[config.mk]
export PLATFORM = sky130hd
export DESIGN_NAME = tel_ctrl
export DESIGN_NICKNAME = d
export VERILOG_FILES = /design/src/rtl/tel_pkg.sv /design/src/rtl/tel_ctrl.sv
export SDC_FILE = /design/constraint.sdc
export NUM_CORES = 1
export LEC_CHECK = 0
export BUFFER_PORTS_ARGS = -buffer_cell sky130_fd_sc_hd__buf_4
export CORE_MARGIN = 2
export CORE_UTILIZATION = 50
export CTS_BUF_LIST = sky130_fd_sc_hd__clkbuf_8
export CTS_CLUSTER_SIZE = 25
export DETAILED_ROUTE_END_ITERATION = 10
export HOLD_SLACK_MARGIN = 0.02
export PLACE_DENSITY = 0.81
export SYNTH_ARGS = -nofsm -noshare
export SYNTH_HDL_FRONTEND = slang
export SYNTH_SLANG_ARGS = --single-unit
[constraint.sdc]
create_clock -name i_clk -period 1.8 [get_ports i_clk]
set_input_delay 0.27 -clock i_clk [delete_from_list [all_inputs] [get_ports i_clk]]
set_output_delay 0.27 -clock i_clk [all_outputs]
set_load 0.02 [all_outputs]
[src/rtl/tel_pkg.sv]
// ----------------------------------------------------------------------------
// tel_pkg
// Shared types and constants of the text buffer line editor.
// ----------------------------------------------------------------------------
package tel_pkg;

    // default store depth
    localparam int unsigned DEPTH_DEF = 4096;

    // fixed widths of the beat fields
    localparam int unsigned OUT_W = 13;
    localparam int unsigned IDX_W = 12;

    // character codes
    localparam logic [7:0] NEWLINE_CODE = 8'd10;
    localparam logic [7:0] CASE_OFFSET  = 8'd32;
    localparam logic [7:0] UPPER_FIRST  = 8'd65;
    localparam logic [7:0] UPPER_LAST   = 8'd90;

    // command opcodes
    typedef enum logic [2:0] {
        OP_INSERT = 3'd0,
        OP_BACKSP = 3'd1,
        OP_LEFT   = 3'd2,
        OP_RIGHT  = 3'd3,
        OP_UP     = 3'd4,
        OP_DOWN   = 3'd5,
        OP_TOGGLE = 3'd6,
        OP_CLEAR  = 3'd7
    } t_op;

    // result status codes
    typedef enum logic [1:0] {
        ST_DONE   = 2'd0,
        ST_FULL   = 2'd1,
        ST_NOMOVE = 2'd2
    } t_stat;

    // datapath commands issued by the controller
    typedef enum logic [4:0] {
        CMD_NONE,
        CMD_LOAD,
        CMD_FULL,
        CMD_NOMOVE,
        CMD_SHR_START,
        CMD_SHL_START,
        CMD_INS_WR,
        CMD_BS_FIN,
        CMD_LEFT,
        CMD_RIGHT,
        CMD_TOGGLE,
        CMD_CLEAR,
        CMD_SCAN_START,
        CMD_UP,
        CMD_FWD_START,
        CMD_DOWN,
        CMD_RD_ISSUE,
        CMD_RD_TAKE,
        CMD_PUSH
    } t_cmd;

    // datapath status seen by the controller
    typedef struct packed {
        t_op  op;
        logic full;
        logic cur_zero;
        logic sdone;
    } t_dp_sts;

endpackage

[src/rtl/tel_ctrl.sv]
// ----------------------------------------------------------------------------
// tel_ctrl
// Command sequencer: decodes each command, runs the store passes in order
// and hands the finished result to the output register.
// ----------------------------------------------------------------------------
module tel_ctrl (
    input  logic             i_clk,
    input  logic             i_rst_n,
    input  logic             i_in_valid,
    output logic             o_in_ready,
    output logic             o_out_valid,
    input  logic             i_out_ready,
    input  tel_pkg::t_dp_sts i_sts,
    output tel_pkg::t_cmd    o_cmd
);
    import tel_pkg::*;

    typedef enum logic [9:0] {
        S_IDLE    = 10'b0000000001,
        S_DECODE  = 10'b0000000010,
        S_SH_RUN  = 10'b0000000100,
        S_PRE_RUN = 10'b0000001000,
        S_FWD_RUN = 10'b0000010000,
        S_RPT     = 10'b0000100000,
        S_RPT_RUN = 10'b0001000000,
        S_RD_WAIT = 10'b0010000000,
        S_DONE    = 10'b0100000000,
        S_SPARE   = 10'b1000000000
    } t_state;

    t_state r_state, n_state;
    logic   r_out_vld, n_out_vld;
    logic   out_free;

    assign out_free    = !r_out_vld || i_out_ready;
    assign o_in_ready  = (r_state == S_IDLE);
    assign o_out_valid = r_out_vld;

    // next state and command
    always_comb begin
        n_state   = r_state;
        o_cmd     = CMD_NONE;
        n_out_vld = r_out_vld && !i_out_ready;
        case (r_state)
            S_IDLE: begin
                if (i_in_valid) begin
                    o_cmd   = CMD_LOAD;
                    n_state = S_DECODE;
                end
            end
            S_DECODE: begin
                n_state = S_RPT;
                case (i_sts.op)
                    OP_INSERT: begin
                        if (i_sts.full) o_cmd = CMD_FULL;
                        else begin
                            o_cmd   = CMD_SHR_START;
                            n_state = S_SH_RUN;
                        end
                    end
                    OP_BACKSP: begin
                        if (i_sts.cur_zero) o_cmd = CMD_NOMOVE;
                        else begin
                            o_cmd   = CMD_SHL_START;
                            n_state = S_SH_RUN;
                        end
                    end
                    OP_LEFT:   o_cmd = CMD_LEFT;
                    OP_RIGHT:  o_cmd = CMD_RIGHT;
                    OP_TOGGLE: o_cmd = CMD_TOGGLE;
                    OP_CLEAR:  o_cmd = CMD_CLEAR;
                    OP_UP, OP_DOWN: begin
                        o_cmd   = CMD_SCAN_START;
                        n_state = S_PRE_RUN;
                    end
                    default:   o_cmd = CMD_NONE;
                endcase
            end
            S_SH_RUN: begin
                if (i_sts.sdone) begin
                    o_cmd   = (i_sts.op == OP_INSERT) ? CMD_INS_WR : CMD_BS_FIN;
                    n_state = S_RPT;
                end
            end
            S_PRE_RUN: begin
                if (i_sts.sdone) begin
                    if (i_sts.op == OP_UP) begin
                        o_cmd   = CMD_UP;
                        n_state = S_RPT;
                    end else begin
                        o_cmd   = CMD_FWD_START;
                        n_state = S_FWD_RUN;
                    end
                end
            end
            S_FWD_RUN: begin
                if (i_sts.sdone) begin
                    o_cmd   = CMD_DOWN;
                    n_state = S_RPT;
                end
            end
            // line and column of the final cursor
            S_RPT: begin
                o_cmd   = CMD_SCAN_START;
                n_state = S_RPT_RUN;
            end
            S_RPT_RUN: begin
                if (i_sts.sdone) begin
                    o_cmd   = CMD_RD_ISSUE;
                    n_state = S_RD_WAIT;
                end
            end
            S_RD_WAIT: begin
                o_cmd   = CMD_RD_TAKE;
                n_state = S_DONE;
            end
            S_DONE: begin
                if (out_free) begin
                    o_cmd     = CMD_PUSH;
                    n_out_vld = 1'b1;
                    n_state   = S_IDLE;
                end
            end
            default: n_state = S_IDLE;
        endcase
    end

    always_ff @(posedge i_clk) begin
        if (!i_rst_n) begin
            r_state   <= S_IDLE;
            r_out_vld <= 1'b0;
        end else begin
            r_state   <= n_state;
            r_out_vld <= n_out_vld;
        end
    end

endmodule

==> results of run 1 <==
==> timing repair <==
item | CTS
buffers inserted | 4
endpoints found under the setup margin | 13
endpoints found under the hold margin | 0
pin swaps | 11
gates resized for setup | 23
==> synthesized netlist by cell type, drive strengths merged (2+ instances only) <==
cell     count  area share (%)
nand3        5             3.0
o2111ai      3             3.1
or3          2             1.5
and2         2             1.5
nand2b       2             1.5
o21ai        4             2.4
nand2        8             3.6
nor4         6             5.2
inv          3             1.3
a21oi        3             1.8
or4          2             2.7
nand4b       3             3.1
a32oi        2             2.1
nor3         5             3.0
xor2         2             2.1
dfxtp       10              24
nor2         7             3.1
nor2b        4             3.0
o21a         2             1.8
a31oi        2             1.5
a21boi       4             4.0
clkbuf       7             3.1
==> cells by family after synthesis <==
kind of cell,after synthesis,synth area share (%)
flip-flops,10,23.7
buffers and inverters,10,4.44
AO/OA/AOI/OAI,34,30.3
AND/OR/NAND/NOR,53,37.3
multiplexers,1,1.18
XOR/XNOR,3,3.11
==> per-stage QoR <==
| step | hold WS (ns) | worst slack (ns) |
|---|---|---|
| floorplan | 0.349 | -0.136 |
| global placement | 0.515 | -0.126 |
| detailed placement | 0.524 | -0.167 |
| CTS | 0.285 | -0.393 |
==> results.cfg, run 1 <==
[outcome]
outcome = aborted with a tool error
haltStage = global routing (5_1_grt)
firstError = [ERROR DPL-0033] detailed placement checks failed during check placement.

[synth]
synth_area_per_cell_um2 = 7.62
synth_edf_count = 0
ys_seq_elements = 10
synth-seq-area-share_pct = 23.7
yosysUniqueCellTypes = 47
synth_nets = 121
ys_async_sr_fraction_pct = 0
netlist_area_um2 = 846
ys_warn_count = 0
syn_inst = 111
synth_ff_type = dfxtp_1

[sta]
worstEpCategory = primary output
grt-worst-endpoint = o_cmd[1]

[place]
io_buffers = 16
dp.cells = 165
hpwl_um = 2160
place_area_mm2 = 0.00121
gp_congestion = 0.934

[clock_network]
cts_buffer_depth = 2
h-tree-depth = 1
cts.sinks = 10
cts_root_buf = clkbuf_8
hold_buffers = 0
cts-buffers-inserted = 3

[floorplan]
die_w_um = 45.1
initial_core_util_pct = 54.9
die_h_um = 45.1
io_pins = 17
num_rows = 14

[global_routing]
grt_max_degree = 14
antenna_found_initial = 0
==> run 2: changes to the inputs <==
==> config.mk (replaced) <==
export PLATFORM = sky130hd
export DESIGN_NAME = tel_ctrl
export DESIGN_NICKNAME = d
export VERILOG_FILES = /design/src/rtl/tel_pkg.sv /design/src/rtl/tel_ctrl.sv
export SDC_FILE = /design/constraint.sdc
export NUM_CORES = 1
export LEC_CHECK = 0
export BUFFER_PORTS_ARGS = -buffer_cell sky130_fd_sc_hd__buf_4
export CORE_AREA = 2 2 63 65
export DETAILED_ROUTE_END_ITERATION = 10
export DIE_AREA = 0 0 65 67
export PLACE_DENSITY_LB_ADDON = 0.15
export SYNTH_ARGS = -nofsm -noshare
export SYNTH_HDL_FRONTEND = slang
export SYNTH_SLANG_ARGS = --single-unit
==> constraint.sdc (replaced) <==
create_clock -name i_clk -period 2.3 [get_ports i_clk]
set_input_delay 0.345 -clock i_clk [delete_from_list [all_inputs] [get_ports i_clk]]
set_output_delay 0.345 -clock i_clk [all_outputs]
set_load 0.02 [all_outputs]
==> results.cfg, run 2 <==
[final_layout]
final_cells = 183
multi_input_area_um2 = 648
final_common_cell = buf_4
diodes = 0
drive_above_1_share_pct = 31.1
largest_register_ffs = 9
top_register = r_state
nNetsFinal = 147
area_delta_synth_final_pct = 39.2
fin_util_pct = 32.7
final_cell_mix = 27 x buf_4, 8 x nand2_1, 8 x dfxtp_1
nFillCells = 382
seq_area_um2 = 203

[worst_setup_path]
crit_chain = or4_4 > nor4_4 > a31oi_1 > a211o_1 > o211ai_1 > buf_4
arrival_ns = 1.89
crit_start = r_state[5]$_SDFFE_PN0P_
crit_fanout = 5
r2r_cells = 5
cp_slowest_cell = or4_4
timing_worst_setup_path_type = reg -> out
r2r-start = r_state[5]$_SDFFE_PN0P_
cp-start-kind = flop
worstSetupEndpointType = output port
worst_path_largest_cell_delay_ns = 0.58
cp.required_ns = 1.96

[global_routing]
met3_usage_pct = 3.55
grt_pass1_wl_um = 4510
antenna_found_initial = 0
gr-usage-met1_pct = 15.3
grt_overflow = 0
grt_max_degree = 14
top_usage_layer = met2
grt_pass1_vias = 937
gr-usage-all-layers_pct = 13.6
use_met2_pct = 25.3

[synth]
synth_nets = 121
yosysTopAreaCellShare_pct = 23.7
synth.most_common_cell = dfxtp_1
ys_warn_count = 0
ys_async_sr_fraction_pct = 0
syn_inst = 111
yosysUniqueCellTypes = 47
synth_edf_count = 0
synth_common_cells = 10 x dfxtp_1, 8 x nand2_1, 7 x clkbuf_1, 7 x nor2_1
synth_ff_type = dfxtp_1
synth-seq-area-share_pct = 23.7
netlist_top_cells_area = dfxtp_1 24%, nor4_1 3.7%, nand2_1 3.6%
netlist_area_um2 = 846
ys_seq_elements = 10
yosys.area.top_type = dfxtp_1
synth_area_per_cell_um2 = 7.62

[floorplan]
core_area_mm2 = 0.00361
num_rows = 22
die_h_um = 67
die_w_um = 65
io_pins = 17
die-area_mm2 = 0.00436
initial_core_util_pct = 23.5

[clock_network]
hold_buffers = 0
clk_latency_ns = 0.23
postCtsSetupRepairBufs = 0
cts.sinks = 10
clkTransAtPathRegs_ns = 0.05
cts_tree = done
cts_root_buf = clkbuf_8
h-tree-depth = 1
cts_buffer_depth = 2
cts-buffers-inserted = 3

[place]
gp_congestion = 0.867
io_buffers = 16
hpwl_um = 2040
dp.cells = 180

[sta]
final_max_slew_viol_count = 0
period_minus_slack_ns = 2.24
finalSetupViolCount = 0
slew-limit-headroom_pct = 66.0
fmax_mhz = 446
skew_ns = 0.00108
fin_crit_sh_pct = 97.4
hold_viol_final = 0
rsz0062_at_grt = true
finalSetupTns_ns = 0
tightest_slew_ns = 0.504

[run]
drv_cap = 0

[drt]
drc = 0
first_pass_iters = 4
wirelength_um = 2710
drt_iter0_markers = 23
viasPerCell = 5.44
vias = 995
ant_nets = 0
avgRoutedWirePerCell_um = 14.8

[power]
fin_total_pwr_mw = 0.616
powerDensity_mw_per_mm2 = 523
p_sw_share_pct = 33.8
max-vdd-ir-drop_v = 0.000353
combPwrFrac_pct = 37.3
p_sw_mw = 0.208
p_int_mw = 0.407
p_leak_nw = 0.440
pwr-share-seq_pct = 32.9
clkPwrFrac_pct = 29.8

[hold_path]
hold_depth = 2
worstHoldStart = i_rst_n
hold_class = in -> reg

[outcome]
outcome = finished clean
[run 2: cell counts after synthesis]
No cell type changed its count.
[run 2: what timing repair did]
item | in CTS | in global routing
pin swaps | 2 | 0
gates resized for setup | 2 | 7
setup endpoints to repair | 2 | 4
[run 2: metal layers]
layer / share of wire, % / up-vias
met5: 0 / -
met4: 1.9 / 0
met3: 6.0 / 4
met2: 50 / 45
met1: 42 / 466
li1: - / 480
[run 2: area by class of cell]
class	instances	area share [%]
Tap cell	48	5.10
Timing Repair Buffer	28	18.2
Clock buffer	3	3.51
Inverter	3	0.956
Multi-Input combinational cell	91	55.0
Sequential cell	10	17.2
[run 2: final timing paths]
kind | slack [ns] | to
max | 0.06 | o_cmd[1]
min | 0.37 | r_state[0]$_SDFFE_PN1P_
max reg2reg | 0.28 | r_state[6]$_SDFFE_PN0P_
min reg2reg | 0.55 | o_out_valid$_SDFF_PN0_
[run 2: cells by family after synthesis]
group	synth area share, %
AND/OR/NAND/NOR	37.3
multiplexers	1.18
flip-flops	23.7
XOR/XNOR	3.11
AO/OA/AOI/OAI	30.3
buffers and inverters	4.44
[run 2: per-stage QoR]
stage	worst slack (ns)	instance area [µm²]	hold slack [ns]
after global routing	-0.0271	1180	0.378
after global placement	0.101	1090	0.542
final	0.0603	1180	0.368
after CTS	-0.00868	1150	0.368
after detailed placement	0.194	1090	0.565
after floorplan	0.123	846	0.424
[run 2: power by group through the flow]
stage / sequential [mW] / clock [mW] / combinational [mW]
finish: 0.203 / 0.183 / 0.230
global route: 0.203 / 0.194 / 0.248
CTS: 0.199 / 0.188 / 0.222
detailed placement: 0.202 / 0 / 0.219
global placement: 0.203 / 0 / 0.222
floorplan: 0.189 / 0 / 0.147
[run 2: worst max-delay path, delay by kind of cell, from the launching register on]
kind                   cells  cell delay [ns]
buffers and inverters      1             0.17
AO/OA/AOI/OAI              3             0.43
AND/OR/NAND/NOR            2             0.75
flip-flops                 1             0.32
Power figures use the tool's default switching activity.
==> run 3: changes to the inputs <==
--- a/config.mk
+++ b/config.mk
@@ -5,6 +5,7 @@
 export SDC_FILE = /design/constraint.sdc
 export NUM_CORES = 1
 export LEC_CHECK = 0
+export ABC_AREA = 1
 export BUFFER_PORTS_ARGS = -buffer_cell sky130_fd_sc_hd__buf_4
 export CORE_AREA = 2 2 63 65
 export DETAILED_ROUTE_END_ITERATION = 10
==> results.cfg, run 3 <==
[sta]
fmax_mhz = 482
final_max_slew_viol_count = 0
finalSetupTns_ns = 0
hold_viol_final = 0
skew_ns = 0.00507
tightest_slew_ns = 0.420
finalSetupViolCount = 0
slew-limit-headroom_pct = 71.8
rsz0062_at_grt = false
fin_crit_sh_pct = 90.3
period_minus_slack_ns = 2.08

[worst_setup_path]
r2r_cells = 8
crit_chain = nor2_4 > nand2_1 > nor3_1 > and3b_1 > o21ai_0 > buf_4
crit_fanout = 6
cp_slowest_cell = nor3_1
r2r-start = r_state[3]$_SDFFE_PN0P_
arrival_ns = 1.73
crit_start = r_state[3]$_SDFFE_PN0P_
ff2ff_setup_slack_ns = 0.86
worst-path-buf-inv = 1
worstSetupEndpointType = output port
crit_end = o_cmd[3]
rr_endpoint = r_state[0]$_SDFFE_PN1P_
cp.required_ns = 1.96
path_delay_family = simple AND/OR/NAND/NOR gates
cp_num_cells = 6
timing_worst_setup_path_type = reg -> out
cp-start-kind = flop
worst_path_largest_cell_delay_ns = 0.35

[synth]
netlist_area_um2 = 862
synth_ff_type = dfxtp_1
ys_async_sr_fraction_pct = 0
netlist_top_cells_area = dfxtp_1 23%, nand2_1 15%, nor2_1 9.6%
yosysTopAreaCellShare_pct = 23.2
synth_nets = 150
synth_edf_count = 0
synth_mux_area_share_pct = 0
synth_area_per_cell_um2 = 6.16
synth_xor_area_share_pct = 0
ys_seq_elements = 10
synth-simple-area-share_pct = 60.4
yosys.area.top_type = dfxtp_1
syn_inst = 140
synthAdderAreaFrac_pct = 0
synth-compound-area-share_pct = 6.82
yosysUniqueCellTypes = 22
synth-seq-area-share_pct = 23.2
ys_warn_count = 0
synth_top_family_by_area = simple AND/OR/NAND/NOR gates
synth_common_cells = 35 x nand2_1, 22 x nor2_1, 17 x inv_1
synth.most_common_cell = nand2_1

[drt]
drt_iter0_markers = 36
avgRoutedWirePerCell_um = 10.8
drc = 0
first_pass_iters = 4
viasPerCell = 4.39
wirelength_um = 2240
vias = 908
ant_nets = 0

[global_routing]
gr-usage-all-layers_pct = 11.9
top_usage_layer = met2
use_met2_pct = 22.3
gr-usage-met1_pct = 13.4
antenna_found_initial = 0
grt_pass1_vias = 927
grt_pass1_wl_um = 3910
met3_usage_pct = 2.03
grt_max_degree = 11
grt_overflow = 0

[clock_network]
cts-buffers-inserted = 3
hold_buffers = 0
clk_latency_ns = 0.24
cts_tree = done
cts.sinks = 10
h-tree-depth = 1
clkTransAtPathRegs_ns = 0.06
postCtsSetupRepairBufs = 0
cts_root_buf = clkbuf_8
cts_buffer_depth = 2
cts_resized = 0

[place]
io_buffers = 16
hpwl_um = 1880
gp_congestion = 0.834

[final_layout]
drive_above_1_share_pct = 27.7
top_register = r_state
diodes = 0
nNetsFinal = 170
area_delta_synth_final_pct = 26.9
largest_register_ffs = 9
fin_util_pct = 30.3
final_cell_mix = 35 x nand2_1, 22 x nor2_1, 17 x inv_1
final_common_cell = nand2_1

[floorplan]
io_pins = 17
initial_core_util_pct = 23.9
num_rows = 22
die_h_um = 67
core_area_mm2 = 0.00361
die_w_um = 65
die-area_mm2 = 0.00436

[power]
p_sw_mw = 0.787
p_sw_share_pct = 50.9
p_int_mw = 0.758
combPwrFrac_pct = 66.2
clkPwrFrac_pct = 14.6
pwr-share-seq_pct = 19.2
powerDensity_mw_per_mm2 = 1410
max-vdd-ir-drop_v = 0.000426
p_leak_nw = 0.550

[hold_path]
hold_class = in -> reg

[run]
drv_cap = 0

[outcome]
outcome = finished clean
[run 3: changes by cell type in the layout (fill, tap and decap cells not counted), sizes merged, moves of 3 or more]
cell / change
a21boi: -4
buf: -12
inv: +18
nand2: +33
nand3: +12
nand4b: -3
nor2: +27
nor2b: -4
nor4: -6
o2111ai: -3
[run 3: worst min-delay path by stage]
stage / startpoint / endpoint / cells past startpoint
after floorplan: r_state[2]$_SDFFE_PN0P_ / r_state[2]$_SDFFE_PN0P_ / 2
after global placement: r_state[2]$_SDFFE_PN0P_ / r_state[2]$_SDFFE_PN0P_ / 2
after detailed placement: r_state[2]$_SDFFE_PN0P_ / r_state[2]$_SDFFE_PN0P_ / 2
after CTS: i_rst_n / r_state[0]$_SDFFE_PN1P_ / 2
after global routing: i_rst_n / r_state[0]$_SDFFE_PN1P_ / 2
final: i_rst_n / r_state[0]$_SDFFE_PN1P_ / 2
[run 3: area by class of cell]
type,instances,area (µm²)
sequential,10,200
clock buffer,4,55.1
inverter,21,78.8
multi-input combinational,108,579
tap,48,60.1
fill,401,2510
timing repair buffer,16,120
[run 3: per-layer routing]
metal  up-vias  share of wire, %
met3         2               1.4
li1        478                 -
met1       423                46
met4         0               1.2
met2         5                51
met5         -                 0
[run 3: cells by family after synthesis]
logic type	count (synthesis)
DFF	10
buffers and inverters	22
and+or+nand+nor	100
AOI/OAI and AO/OA	8
[run 3: power by group through the flow]
stage               combinational (mW)  clock [mW]  sequential, mW
floorplan                        0.780           0           0.295
global placement                  1.04           0           0.299
detailed placement                1.03           0           0.301
CTS                               1.04       0.234           0.297
global route                      1.15       0.248           0.305
finish                            1.02       0.226           0.296
[run 3: worst register-to-register path, stage by stage, from the launching register on]
cell     delay, ns
dfxtp_1       0.34
nor2_4        0.19
nand2_1       0.12
nor3_1        0.35
nor2_1        0.07
nand2_1       0.08
nor2_1        0.04
nand2_1       0.06
nand3_1       0.07
[run 3: stage by stage]
step / instance area (µm²) / hold WS, ns / cells / setup slack (ns) / power [mW]
after floorplan: 862 / 0.516 / 140 / 0.626 / 1.07
after detailed placement: 1040 / 0.548 / 203 / 0.477 / 1.33
after CTS: 1090 / 0.395 / 207 / 0.206 / 1.57
final: 1090 / 0.398 / 207 / 0.224 / 1.54
after global placement: 1040 / 0.541 / 203 / 0.439 / 1.34
after global routing: 1090 / 0.402 / 207 / 0.0614 / 1.70
